[src/rtl/fvlp_pkg.sv]
package fvlp_pkg;

    localparam int LABEL_CHARS      = 11;
    localparam int MAX_SECTOR_BYTES = 4096;

    localparam logic [1:0] ACT_START = 2'd0;
    localparam logic [1:0] ACT_DATA  = 2'd1;
    localparam logic [1:0] ACT_FAIL  = 2'd2;

    localparam logic [0:0] REG_SECTOR_BYTES = 1'b0;
    localparam logic [0:0] REG_LABEL_CAP    = 1'b1;

    typedef enum logic [2:0] {
        ST_READ      = 3'd0,
        ST_LABEL     = 3'd1,
        ST_BAD_SIZE  = 3'd2,
        ST_READ_FAIL = 3'd3,
        ST_NO_SIG    = 3'd4,
        ST_BAD_FAT   = 3'd5,
        ST_NOT_FAT   = 3'd6,
        ST_NO_NAME   = 3'd7
    } status_t;

    typedef enum logic [1:0] {
        NX_STAY = 2'd0,
        NX_IDLE = 2'd1,
        NX_BOOT = 2'd2,
        NX_DIR  = 2'd3
    } next_phase_t;

    typedef struct packed {
        logic start;
        logic boot_byte;
        logic dir_byte;
        logic fail;
        logic fail_in_dir;
    } cmd_t;

    typedef struct packed {
        logic        emit;
        next_phase_t next;
    } sts_t;

    // Character 0 in the lowest byte.
    localparam logic [8*LABEL_CHARS-1:0] NO_NAME_TEXT = "    EMAN ON";

    function automatic logic size_ok(input logic [15:0] s);
        logic ok;
        begin
            ok = (s == 16'd512) || (s == 16'd1024) || (s == 16'd2048) || (s == 16'd4096);
            size_ok = ok && (32'(s) <= 32'(MAX_SECTOR_BYTES));
        end
    endfunction

    function automatic logic [7:0] fat_char(input logic [1:0] idx);
        begin
            case (idx)
                2'd0:    fat_char = "F";
                2'd1:    fat_char = "A";
                default: fat_char = "T";
            endcase
        end
    endfunction

endpackage

[src/rtl/fat_volume_label_probe.sv]
// A result is registered and shown in the cycle after the transfer of the item that causes it.
// Throughput: one item per cycle while results are taken; the output register
// holds one result and input stalls only while it waits on out_ready.
// The data offset multiply runs in the background on boot-sector bytes 40 to 42.
// Reset: asynchronous, active low; clears phase, output valid and registers to 512 and 12.
module fat_volume_label_probe
(
    input  logic        clk,
    input  logic        rst_n,
    input  logic        in_valid,
    output logic        in_ready,
    input  logic [1:0]  action,
    input  logic [7:0]  data_byte,
    output logic        out_valid,
    input  logic        out_ready,
    output logic [2:0]  status,
    output logic [31:0] read_offset,
    output logic [12:0] read_length,
    output logic [63:0] label_first_eight,
    output logic [23:0] label_last_three,
    output logic [3:0]  label_length,
    output logic        is_fat32,
    input  logic        cfg_valid,
    output logic        cfg_ready,
    input  logic [0:0]  cfg_index,
    input  logic [15:0] cfg_data
);

    fvlp_pkg::cmd_t cmd;
    fvlp_pkg::sts_t sts;

    assign cfg_ready = 1'b1;

    fvlp_ctrl u_ctrl
    (
        .clk       (clk),
        .rst_n     (rst_n),
        .in_valid  (in_valid),
        .in_ready  (in_ready),
        .action    (action),
        .out_valid (out_valid),
        .out_ready (out_ready),
        .cmd       (cmd),
        .sts       (sts)
    );

    fvlp_datapath u_datapath
    (
        .clk               (clk),
        .rst_n             (rst_n),
        .cmd               (cmd),
        .sts               (sts),
        .data_byte         (data_byte),
        .cfg_write         (cfg_valid && cfg_ready),
        .cfg_index         (cfg_index),
        .cfg_data          (cfg_data),
        .status            (status),
        .read_offset       (read_offset),
        .read_length       (read_length),
        .label_first_eight (label_first_eight),
        .label_last_three  (label_last_three),
        .label_length      (label_length),
        .is_fat32          (is_fat32)
    );

endmodule

[src/rtl/fvlp_datapath.sv]
module fvlp_datapath
(
    input  logic                 clk,
    input  logic                 rst_n,
    input  fvlp_pkg::cmd_t       cmd,
    output fvlp_pkg::sts_t       sts,
    input  logic [7:0]           data_byte,
    input  logic                 cfg_write,
    input  logic [0:0]           cfg_index,
    input  logic [15:0]          cfg_data,
    output logic [2:0]           status,
    output logic [31:0]          read_offset,
    output logic [12:0]          read_length,
    output logic [63:0]          label_first_eight,
    output logic [23:0]          label_last_three,
    output logic [3:0]           label_length,
    output logic                 is_fat32
);

    logic [15:0] sector_bytes_reg;
    logic [6:0]  label_cap_reg;
    logic [12:0] pos_reg;
    logic [12:0] pos_next;
    logic [15:0] bps_reg;
    logic [15:0] rsvd_reg;
    logic [7:0]  nfats_reg;
    logic [15:0] fsz16_reg;
    logic [7:0]  sig_reg;
    logic [31:0] fsz32_reg;
    logic [1:0]  tmatch_reg;
    logic [1:0]  tmatch_next;
    logic [31:0] prod_reg;
    logic [31:0] fds_reg;
    logic [31:0] calc_off_reg;
    logic [31:0] dir_off_reg;
    logic [31:0] dir_off_next;
    logic [7:0]  efb_reg;
    logic [7:0]  label_mem [fvlp_pkg::LABEL_CHARS];

    logic [2:0]  status_reg;
    logic [31:0] read_offset_reg;
    logic [12:0] read_length_reg;
    logic [63:0] lo_reg;
    logic [23:0] hi_reg;
    logic [3:0]  len_reg;
    logic        f32_reg;

    fvlp_pkg::status_t res_status;
    logic [31:0] res_off;
    logic [12:0] res_len;
    logic        res_label;
    logic        res_f32;

    logic        fat16;
    logic        noname;
    logic [87:0] label_flat;
    logic [3:0]  lim;
    logic [3:0]  maxc;
    logic [3:0]  n_chars;
    logic [3:0]  n_trim;
    logic        stop;
    logic [87:0] label_out;
    logic [4:0]  entry_pos;
    logic [13:0] pos_inc;
    logic        in_label16;
    logic        in_label32;
    logic [3:0]  label_idx;

    assign fat16     = (fsz16_reg != 16'd0);
    assign entry_pos = pos_reg[4:0];
    assign pos_inc   = {1'b0, pos_reg} + 14'd1;

    always_comb
    begin
        for (int i = 0; i < fvlp_pkg::LABEL_CHARS; i++)
        begin
            label_flat[8*i +: 8] = label_mem[i];
        end
    end

    assign noname = (label_flat == fvlp_pkg::NO_NAME_TEXT);

    always_comb
    begin
        lim = (label_cap_reg > 7'd12) ? 4'd12 : label_cap_reg[3:0];
        maxc = (lim == 4'd0) ? 4'd0 : lim - 4'd1;
        n_chars = 4'd0;
        stop = 1'b0;
        for (int i = 0; i < fvlp_pkg::LABEL_CHARS; i++)
        begin
            if (!stop)
            begin
                if ((4'(i) < maxc) && (label_mem[i] != 8'd0))
                    n_chars = 4'(i + 1);
                else
                    stop = 1'b1;
            end
        end
        n_trim = (n_chars != 4'd0) ? 4'd1 : 4'd0;
        for (int j = 0; j < fvlp_pkg::LABEL_CHARS; j++)
        begin
            if ((4'(j) < n_chars) && (label_mem[j] != 8'h20))
                n_trim = 4'(j + 1);
        end
        for (int k = 0; k < fvlp_pkg::LABEL_CHARS; k++)
        begin
            label_out[8*k +: 8] = (4'(k) < n_trim) ? label_mem[k] : 8'd0;
        end
    end

    always_comb
    begin
        sts.emit     = 1'b0;
        sts.next     = fvlp_pkg::NX_STAY;
        res_status   = fvlp_pkg::ST_READ;
        res_off      = 32'd0;
        res_len      = 13'd0;
        res_label    = 1'b0;
        res_f32      = 1'b0;
        pos_next     = pos_reg;
        dir_off_next = dir_off_reg;
        if (cmd.start)
        begin
            sts.emit = 1'b1;
            if (fvlp_pkg::size_ok(sector_bytes_reg))
            begin
                sts.next = fvlp_pkg::NX_BOOT;
                res_len  = sector_bytes_reg[12:0];
                pos_next = 13'd0;
            end
            else
            begin
                sts.next   = fvlp_pkg::NX_IDLE;
                res_status = fvlp_pkg::ST_BAD_SIZE;
            end
        end
        else if (cmd.fail)
        begin
            sts.emit   = 1'b1;
            sts.next   = fvlp_pkg::NX_IDLE;
            res_status = fvlp_pkg::ST_READ_FAIL;
            res_f32    = cmd.fail_in_dir;
        end
        else if (cmd.boot_byte)
        begin
            if (pos_reg == 13'd511)
            begin
                sts.emit = 1'b1;
                sts.next = fvlp_pkg::NX_IDLE;
                if (sig_reg != 8'h55 || data_byte != 8'hAA)
                    res_status = fvlp_pkg::ST_NO_SIG;
                else if (fat16)
                begin
                    if (!tmatch_reg[0])
                        res_status = fvlp_pkg::ST_BAD_FAT;
                    else if (noname)
                        res_status = fvlp_pkg::ST_NO_NAME;
                    else
                    begin
                        res_status = fvlp_pkg::ST_LABEL;
                        res_label  = 1'b1;
                    end
                end
                else if (fsz32_reg == 32'd0)
                    res_status = fvlp_pkg::ST_NOT_FAT;
                else
                begin
                    res_f32 = 1'b1;
                    if (!tmatch_reg[1])
                        res_status = fvlp_pkg::ST_BAD_FAT;
                    else if (!noname)
                    begin
                        res_status = fvlp_pkg::ST_LABEL;
                        res_label  = 1'b1;
                    end
                    else if (!fvlp_pkg::size_ok(bps_reg))
                        res_status = fvlp_pkg::ST_BAD_FAT;
                    else
                    begin
                        sts.next     = fvlp_pkg::NX_DIR;
                        res_off      = calc_off_reg;
                        res_len      = bps_reg[12:0];
                        dir_off_next = calc_off_reg;
                        pos_next     = 13'd0;
                    end
                end
            end
            else
            begin
                pos_next = pos_inc[12:0];
            end
        end
        else if (cmd.dir_byte)
        begin
            if (entry_pos == 5'd0 && data_byte == 8'd0)
            begin
                sts.emit   = 1'b1;
                sts.next   = fvlp_pkg::NX_IDLE;
                res_status = fvlp_pkg::ST_NO_NAME;
                res_f32    = 1'b1;
            end
            else if (entry_pos == 5'd11 && efb_reg != 8'hE5 && data_byte[3:0] != 4'hF
                     && data_byte[3])
            begin
                sts.emit   = 1'b1;
                sts.next   = fvlp_pkg::NX_IDLE;
                res_status = fvlp_pkg::ST_LABEL;
                res_label  = 1'b1;
                res_f32    = 1'b1;
            end
            else if ({2'b00, pos_inc} >= bps_reg)
            begin
                sts.emit     = 1'b1;
                dir_off_next = dir_off_reg + {16'd0, bps_reg};
                res_off      = dir_off_next;
                res_len      = bps_reg[12:0];
                res_f32      = 1'b1;
                pos_next     = 13'd0;
            end
            else
            begin
                pos_next = pos_inc[12:0];
            end
        end
    end

    always_comb
    begin
        tmatch_next = tmatch_reg;
        if (pos_reg >= 13'd54 && pos_reg < 13'd57
            && data_byte != fvlp_pkg::fat_char(2'(pos_reg - 13'd54)))
            tmatch_next[0] = 1'b0;
        if (pos_reg >= 13'd82 && pos_reg < 13'd85
            && data_byte != fvlp_pkg::fat_char(2'(pos_reg - 13'd82)))
            tmatch_next[1] = 1'b0;
    end

    assign in_label16 = fat16 && pos_reg >= 13'd43 && pos_reg < 13'd54;
    assign in_label32 = !fat16 && pos_reg >= 13'd71 && pos_reg < 13'd82;
    assign label_idx  = in_label16 ? 4'(pos_reg - 13'd43) : 4'(pos_reg - 13'd71);

    always_ff @(posedge clk or negedge rst_n)
    begin
        if (!rst_n)
        begin
            sector_bytes_reg <= 16'd512;
            label_cap_reg    <= 7'd12;
            pos_reg          <= 13'd0;
            bps_reg          <= 16'd0;
            rsvd_reg         <= 16'd0;
            nfats_reg        <= 8'd0;
            fsz16_reg        <= 16'd0;
            sig_reg          <= 8'd0;
            fsz32_reg        <= 32'd0;
            tmatch_reg       <= 2'd0;
            dir_off_reg      <= 32'd0;
            efb_reg          <= 8'd0;
        end
        else
        begin
            if (cfg_write)
            begin
                case (cfg_index)
                    fvlp_pkg::REG_SECTOR_BYTES: sector_bytes_reg <= cfg_data;
                    fvlp_pkg::REG_LABEL_CAP:    label_cap_reg    <= cfg_data[6:0];
                    default:                    ;
                endcase
            end
            pos_reg     <= pos_next;
            dir_off_reg <= dir_off_next;
            if (cmd.start)
            begin
                bps_reg    <= 16'd0;
                rsvd_reg   <= 16'd0;
                nfats_reg  <= 8'd0;
                fsz16_reg  <= 16'd0;
                sig_reg    <= 8'd0;
                fsz32_reg  <= 32'd0;
                tmatch_reg <= 2'b11;
            end
            else if (cmd.boot_byte)
            begin
                tmatch_reg <= tmatch_next;
                case (pos_reg)
                    13'd11:  bps_reg[7:0]     <= data_byte;
                    13'd12:  bps_reg[15:8]    <= data_byte;
                    13'd14:  rsvd_reg[7:0]    <= data_byte;
                    13'd15:  rsvd_reg[15:8]   <= data_byte;
                    13'd16:  nfats_reg        <= data_byte;
                    13'd22:  fsz16_reg[7:0]   <= data_byte;
                    13'd23:  fsz16_reg[15:8]  <= data_byte;
                    13'd36:  fsz32_reg[7:0]   <= data_byte;
                    13'd37:  fsz32_reg[15:8]  <= data_byte;
                    13'd38:  fsz32_reg[23:16] <= data_byte;
                    13'd39:  fsz32_reg[31:24] <= data_byte;
                    13'd510: sig_reg          <= data_byte;
                    default: ;
                endcase
            end
            else if (cmd.dir_byte && entry_pos == 5'd0)
            begin
                efb_reg <= data_byte;
            end
        end
    end

    // Offset of the first data sector, worked out while the boot sector streams past.
    always_ff @(posedge clk)
    begin
        if (cmd.boot_byte)
        begin
            case (pos_reg)
                13'd40:  prod_reg     <= 32'(nfats_reg * fsz32_reg);
                13'd41:  fds_reg      <= {16'd0, rsvd_reg} + prod_reg;
                13'd42:  calc_off_reg <= 32'(bps_reg * fds_reg);
                default: ;
            endcase
        end
    end

    always_ff @(posedge clk)
    begin
        if (cmd.boot_byte && (in_label16 || in_label32))
            label_mem[label_idx] <= data_byte;
        else if (cmd.dir_byte && entry_pos < 5'd11)
            label_mem[entry_pos[3:0]] <= data_byte;
    end

    always_ff @(posedge clk)
    begin
        if (sts.emit)
        begin
            status_reg      <= res_status;
            read_offset_reg <= res_off;
            read_length_reg <= res_len;
            lo_reg          <= res_label ? label_out[63:0] : 64'd0;
            hi_reg          <= res_label ? label_out[87:64] : 24'd0;
            len_reg         <= res_label ? n_trim : 4'd0;
            f32_reg         <= res_f32;
        end
    end

    assign status            = status_reg;
    assign read_offset       = read_offset_reg;
    assign read_length       = read_length_reg;
    assign label_first_eight = lo_reg;
    assign label_last_three  = hi_reg;
    assign label_length      = len_reg;
    assign is_fat32          = f32_reg;

endmodule

[src/rtl/fvlp_ctrl.sv]
module fvlp_ctrl
(
    input  logic           clk,
    input  logic           rst_n,
    input  logic           in_valid,
    output logic           in_ready,
    input  logic [1:0]     action,
    output logic           out_valid,
    input  logic           out_ready,
    output fvlp_pkg::cmd_t cmd,
    input  fvlp_pkg::sts_t sts
);

    typedef enum logic [2:0] {
        PH_IDLE = 3'b001,
        PH_BOOT = 3'b010,
        PH_DIR  = 3'b100
    } phase_t;

    phase_t phase_reg;
    phase_t phase_next;
    logic   out_valid_reg;
    logic   out_valid_next;
    logic   in_xfer;

    assign in_ready = !out_valid_reg || out_ready;
    assign in_xfer  = in_valid && in_ready;

    always_comb
    begin
        cmd.start       = in_xfer && action == fvlp_pkg::ACT_START;
        cmd.boot_byte   = in_xfer && action == fvlp_pkg::ACT_DATA && phase_reg == PH_BOOT;
        cmd.dir_byte    = in_xfer && action == fvlp_pkg::ACT_DATA && phase_reg == PH_DIR;
        cmd.fail        = in_xfer && action == fvlp_pkg::ACT_FAIL && phase_reg != PH_IDLE;
        cmd.fail_in_dir = phase_reg == PH_DIR;
    end

    always_comb
    begin
        case (sts.next)
            fvlp_pkg::NX_IDLE: phase_next = PH_IDLE;
            fvlp_pkg::NX_BOOT: phase_next = PH_BOOT;
            fvlp_pkg::NX_DIR:  phase_next = PH_DIR;
            default:           phase_next = phase_reg;
        endcase
        out_valid_next = sts.emit || (out_valid_reg && !out_ready);
    end

    always_ff @(posedge clk or negedge rst_n)
    begin
        if (!rst_n)
        begin
            phase_reg     <= PH_IDLE;
            out_valid_reg <= 1'b0;
        end
        else
        begin
            phase_reg     <= phase_next;
            out_valid_reg <= out_valid_next;
        end
    end

    assign out_valid = out_valid_reg;

endmodule

[config.mk]
export PLATFORM = sky130hd
export DESIGN_NAME = fat_volume_label_probe
export DESIGN_NICKNAME = d
export VERILOG_FILES = /design/src/rtl/fvlp_pkg.sv /design/src/rtl/fat_volume_label_probe.sv /design/src/rtl/fvlp_datapath.sv /design/src/rtl/fvlp_ctrl.sv
export SDC_FILE = /design/constraint.sdc
export NUM_CORES = 2
export LEC_CHECK = 0
export BUFFER_PORTS_ARGS = -buffer_cell sky130_fd_sc_hd__clkbuf_2
export CAP_MARGIN = 20
export CORE_MARGIN = 2
export CORE_UTILIZATION = 35
export CTS_CLUSTER_DIAMETER = 200
export DETAILED_ROUTE_END_ITERATION = 10
export GPL_ROUTABILITY_DRIVEN = 0
export PLACE_DENSITY = 0.55
export SETUP_SLACK_MARGIN = 0.05
export SLEW_MARGIN = 25
export SYNTH_ARGS = -nofsm -noshare
export SYNTH_HDL_FRONTEND = slang
export SYNTH_SLANG_ARGS = --single-unit
[constraint.sdc]
create_clock -name clk -period 13.95 [get_ports clk]
set_input_delay 2.0925 -clock clk [delete_from_list [all_inputs] [get_ports clk]]
set_output_delay 2.0925 -clock clk [all_outputs]
set_load 0.01 [all_outputs]
# Yosys cells after proc, flatten, opt, wreduce, memory -nomap -nowiden
# Memories as Yosys holds them, arrays and structs flattened.
# Index checks and enable logic that the tools add are counted.
op_classes:
  eq_ne: 72
  n_mux: 201
  n_reduce_logical: 134
  n_mul: 2
  addsub: 8
  magnitude_cmp: 46
  bitwise_logic: 4
ops:
  columns: ["op", "count"]
  rows:
  - ["$mux 32", 26]
  - ["$mux 13", 30]
  - ["$mux 4", 34]
  - ["$mux 8", 17]
  - ["$mux 16", 6]
  - ["$eq 13x6->1 const B", 7]
  - ["$eq 88x86->1 const B", 1]
  - ["$ne 8x6->1 const B", 11]
  - ["$reduce_bool 8->1", 11]
  - ["$mux 3", 20]
  - ["$reduce_and 2->1", 30]
  - ["$mux 1", 54]
  - ["$eq 13x4->1 const B", 4]
  - ["$lt 3x4->1 const A", 12]
  - ["$logic_and 1x1->1", 47]
  - ["$eq 13x5->1 const B", 3]
  - ["$lt 4x4->1 const A", 9]
  - ["$reduce_bool 2->1", 17]
  - ["$add 16x32->32", 1]
  - ["$add 32x16->32", 1]
  - ["$eq 16x10->1 const B", 2]
  - ["$eq 16x11->1 const B", 2]
  - ["$eq 16x12->1 const B", 2]
  - ["$eq 16x13->1 const B", 2]
  - ["other kinds (50)", 118]
totals:
  regBits: 415
  out_inout_bits: 144
  mem_count: 1
  input_bits: 32
  ramBits: 88
  elab_cells: 508
mem_list:
  columns: ["memory", "words", "word_bits", "rd", "rd_ports_with_merged_regs", "wr", "line", "text"]
  rows:
  - ["u_datapath.label_mem", 11, 8, 11, 0, 1, "fvlp_datapath.sv:38", "logic [7:0] label_mem [fvlp_pkg::LABEL_CHARS];"]

# Depth between registers and ports, before layout
depth:
  depth_word: 42
  ltp_mapped: 25
  mapped_depth_nobuf: 24

# Modules after synthesis
# A second synthesis with hierarchy kept.
hier_totals:
  hier_cells: 3948
  area_unflattened_um2: 40536.4
modules_own_cells:
  columns: ["mod", "seq_area_each_um2", "n_inst", "area_per_inst_um2", "cells_per_inst"]
  rows:
  - ["fvlp_datapath", 14117.3, 1, 40292.4, 3922]
  - ["fvlp_ctrl", 101.3, 1, 232.7, 24]
  - ["fat_volume_label_probe", 0.0, 1, 11.3, 2]

# Least setup slack after synthesis
# Ideal clock, no wire load.
synth_timing:
  path_kind: "input port to flip-flop"
  from: "input port out_ready"
  to: "register u_datapath.f32_reg, in the netlist u_datapath.is_fat32 (enable)"
  path_slack_ns: 0.426
  t_required_ns: 13.113
  n_path_buf: 0
  path_stages: 4
  setup_time_ns: 0.837
  arrival_ns: 12.687
  path_cell_list: "nand2b_1 -> nand4b_1 -> or2_2 -> o21ai_0"
synth_lines:
  columns: ["element", "line", "text"]
  rows:
  - ["start, declared", "fat_volume_label_probe.sv:15", "input logic out_ready,"]
  - ["end signal, assigned", "fvlp_datapath.sv:339", "f32_reg <= res_f32;"]
  - ["end, declared", "fvlp_datapath.sv:46", "logic f32_reg;"]

# Final worst setup path
layout_timing:
  from: "register u_datapath.bps_reg[5]"
  to: "register u_datapath.calc_off_reg[31], data pin"
layout_via:
  elab_chain_len: 1
layout_lines:
  columns: ["element", "line", "text"]
  rows:
  - ["start, declared", "fvlp_datapath.sv:24", "logic [15:0] bps_reg;"]
  - ["start signal, assigned", "fvlp_datapath.sv:285", "13'd11: bps_reg[7:0] <= data_byte;"]
  - ["$mul 16x32->32", "fvlp_datapath.sv:315", "13'd42: calc_off_reg <= 32'(bps_reg * fds_reg);"]
  - ["end signal, assigned", "fvlp_datapath.sv:315", null]
  - ["end, declared", "fvlp_datapath.sv:34", "logic [31:0] calc_off_reg;"]
# No other way between the ends.
# A chain may end at the register's enable or synchronous reset.

==> out/results.ini <==
[status]
run_status = complete, no violations

[timing]
setup_tns_ns = 0
rsz_0062_raised_after_global_routing = false
timing.final.max_slew_violations = 0
tightest_slew_ns = 1.024
max_freq_ghz = 0.1441
skew_ns = 0.06617
timing.final.crit_period_ns = 6.938
report.final.hold_viol_count = 0
relSlewSlack = 0.3133
setup-violations-final = 0
period_share = 0.4973

[synth]
ys_warn_count = 0
postSynthAreaPerCell_sq_um = 10.13
ys_async_sr_fraction = 0.3539
mappedNetlistNets = 4642
ys_seq_elements = 503
synth-seq-area-share = 0.3519
synth_area_sq_um = 40400
syn_inst = 3990
synth_cell_types = 87
most_common_cell_in_the_synthesized_netlist = sky130_fd_sc_hd__nand2_1
dominant_register_cell_in_the_synthesized_netlist = sky130_fd_sc_hd__edfxtp_1
netlist_top_cells_count = sky130_fd_sc_hd__nand2_1, sky130_fd_sc_hd__fa_1, sky130_fd_sc_hd__inv_1
synth-edff-count = 325
synth.top_cell.area_share = 0.2416
ys_top_cells_by_area = sky130_fd_sc_hd__edfxtp_1, sky130_fd_sc_hd__fa_1, sky130_fd_sc_hd__dfrtp_1
synthDominantAreaCellType = sky130_fd_sc_hd__edfxtp_1

[drt]
total_via_count_after_detailed_routing = 28292
drt_first_iter_violations = 1910
post-route-drc-count = 0
post_drt_wl_per_cell_microns = 18.23
post_drt_via_cell_ratio = 5.022
ant_nets = 0
detailedRoute.firstPassIterationCount = 5
totalWireLength_microns = 102700

[finish]
num-nets-final = 4726
n_antenna_cell = 0
area_delta_synth_final_pct = 10.94
finalCoreUtilization = 0.3920
registers.top_by_ff_count = u_datapath.label_mem
drive_above_1_share = 0.09656
final.fill_count = 11188
largest_register_ffs = 88

[cts]
clock-sinks = 503
number_of_setup_buffers_added_after_cts = 0
cts_tree = built
tritoncts.num_buffers = 56
number_of_resized_instances_in_the_post_cts_repair_step = 0
clk_latency_ns = 0.66
postCtsHoldBufs = 0
cts.htree.levels = 2
worst_setup_hold_path_clk_slew_ns = 0.07
cts-root-buf = sky130_fd_sc_hd__clkbuf_16
clock_tree.buffer_depth = 3

[setup_path]
timing.critical_path.from_type = flip-flop
cp.arrival_ns = 7.28
setup.worst_path.class = reg -> reg
crit_chain = buf_4 -> nand2_1 -> fa_1 -> inv_1 -> fa_1 -> inv_1 -> fa_1 -> inv_1 -> fa_1 -> inv_1 -> fa_1 -> inv_1 -> fa_1 -> ha_1 -> o21ai_0 -> nand2b_1 -> nand4_1 -> nand3_1 -> a21oi_1 -> o21ai_0 -> o31a_1 -> a211o_1 -> a21oi_1 -> xnor2_1
largest_fanout_on_the_critical_path = 20
end_kind = flip-flop
critPathBufInv = 6
crit_family = adder cells
worst_path_max_delay_cell = sky130_fd_sc_hd__dfrtp_1
worst_ep_required_time_ns = 14.29
crit_top_cell = sky130_fd_sc_hd__fa_1
crit_path_max_cell_delay_ns = 0.61

[power]
leakagePower_uw = 0.01857
power_density_cells_nw_per_um2 = 73.05
power.ir.vdd_worst_mv = 0.1168

[floorplan]
die_x_microns = 343.7
top_level_ports = 176
core_sq_um = 114300
design.die.area_sq_um = 118200
die_height_microns = 343.7
initial_core_util = 0.3533
std_cell_rows = 124

[global_route]
vias_in_the_first_global_route = 29174
globalRouteOverflowTotal = 0
grt_pass1_wl_microns = 165800
grt_start_max_net_pins = 143
antenna_violations_before_repair = 1
grt_usage = 0.1775

[worst_hold_path]
worst_hold_path_type = reg -> reg

[run]
max_cap_violations = 0

[place]
detailedPlacementHpwl_microns = 74600
io_buffer_count = 174

-- worst reg2reg max path, stage by stage (launching register included) --
cell	delay, ns
sky130_fd_sc_hd__dfrtp_1	0.61
sky130_fd_sc_hd__buf_4	0.37
sky130_fd_sc_hd__nand2_1	0.12
sky130_fd_sc_hd__fa_1	0.52
sky130_fd_sc_hd__inv_1	0.05
sky130_fd_sc_hd__fa_1	0.53
sky130_fd_sc_hd__inv_1	0.06
sky130_fd_sc_hd__fa_1	0.49
sky130_fd_sc_hd__inv_1	0.05
sky130_fd_sc_hd__fa_1	0.47
sky130_fd_sc_hd__inv_1	0.05
sky130_fd_sc_hd__fa_1	0.52
sky130_fd_sc_hd__inv_1	0.05
sky130_fd_sc_hd__fa_1	0.47
sky130_fd_sc_hd__ha_1	0.36
sky130_fd_sc_hd__o21ai_0	0.19
sky130_fd_sc_hd__nand2b_1	0.10
sky130_fd_sc_hd__nand4_1	0.11
sky130_fd_sc_hd__nand3_1	0.08
sky130_fd_sc_hd__a21oi_1	0.31
sky130_fd_sc_hd__o21ai_0	0.25
sky130_fd_sc_hd__o31a_1	0.36
sky130_fd_sc_hd__a211o_1	0.28
sky130_fd_sc_hd__a21oi_1	0.17
sky130_fd_sc_hd__xnor2_1	0.09
-- final timing paths --
| check | cells past startpoint | slack (ns) | endpoint | startpoint |
|---|---|---|---|---|
| worst max-delay path | 24 | 7.01 | u_datapath.calc_off_reg[31] | u_datapath.bps_reg[5] |
| worst min-delay path | 2 | 0.51 | u_ctrl.phase_reg[0] | u_ctrl.phase_reg[0] |
| worst max register to register | 24 | 7.01 | u_datapath.calc_off_reg[31] | u_datapath.bps_reg[5] |
| worst min register to register | 2 | 0.51 | u_ctrl.phase_reg[0] | u_ctrl.phase_reg[0] |
| max in group asynchronous | 2 | 11.23 | u_datapath.bps_reg[12] | rst_n |
| min in group asynchronous | 1 | 1.42 | u_datapath.dir_off_reg[16] | rst_n |
-- report_power, final --
group / internal [uW] / switching (uW)
logic: 45.4 / 94.2
clock network: 862 / 655
registers: 1600 / 15.8
total: 2510 / 765
-- layer usage --
layer | vias up | wire [microns] | track usage
met2 | 604 | 48900 | 0.2973
li1 | 13170 | - | -
met4 | 0 | 1435 | 0.03302
met5 | - | 0 | 0
met3 | 98 | 4555 | 0.01951
met1 | 14420 | 47820 | 0.2502
-- metrics by stage --
step	cells	hold slack (ns)	cell area, sq um	setup slack, ns	power [uW]
floorplan	3990	0.4428	40400	0.4260	1730
global placement	5525	0.4837	42840	7.077	1787
detailed placement	5527	0.4939	42880	6.891	1788
CTS	5633	0.5027	44790	6.880	3311
global route	5634	0.5176	44820	6.705	3380
finish	5634	0.5055	44820	7.012	3274
-- final cells by class --
cell class              instances  area [sq um]  area share
well taps                    1512          1892     0.04221
flip-flops and latches        503         14220      0.3173
clock inverters                40         462.9     0.01033
inverters                     462          1734     0.03869
clock buffers                  66          1439     0.03210
repair buffers                227          1326     0.02959
multi-input cells            2824         23750      0.5298
-- cells in the final DEF (no fill, tap or decap), types with 16 or more instances in the layout --
cell type                     n
sky130_fd_sc_hd__clkbuf_16   56
sky130_fd_sc_hd__nand2_1    644
sky130_fd_sc_hd__inv_1      462
sky130_fd_sc_hd__a22o_1      16
sky130_fd_sc_hd__xor2_1      48
sky130_fd_sc_hd__o21ai_0     84
sky130_fd_sc_hd__and3_1      46
sky130_fd_sc_hd__mux2i_1     63
sky130_fd_sc_hd__a21o_1      33
sky130_fd_sc_hd__clkbuf_2   173
sky130_fd_sc_hd__nor2_1     233
sky130_fd_sc_hd__edfxtp_1   325
sky130_fd_sc_hd__xnor2_1    114
sky130_fd_sc_hd__o21a_1      23
sky130_fd_sc_hd__mux2_2      31
sky130_fd_sc_hd__nand3_1     58
sky130_fd_sc_hd__nor2b_1     27
sky130_fd_sc_hd__or3_1       20
sky130_fd_sc_hd__dfrtp_1    173
sky130_fd_sc_hd__nor3_1      42
sky130_fd_sc_hd__nor4_1      36
sky130_fd_sc_hd__fa_1       462
sky130_fd_sc_hd__buf_4       48
sky130_fd_sc_hd__ha_1       158
sky130_fd_sc_hd__and2_1     261
sky130_fd_sc_hd__nand2b_1    28
sky130_fd_sc_hd__a21oi_1    155
sky130_fd_sc_hd__nand4_1     28
-- logic make-up after synthesis --
kind of cell    after synthesis  synth area share
buf+inv                     663           0.06185
flops                       503            0.3519
compound gates              449           0.07176
fa+ha+maj                   620            0.2779
mux                          94           0.02425
xor+xnor                    162           0.03512
simple gates               1498            0.1771
other cells                   1        0.00009282
No activity file was read; power rests on OpenSTA's default activity.
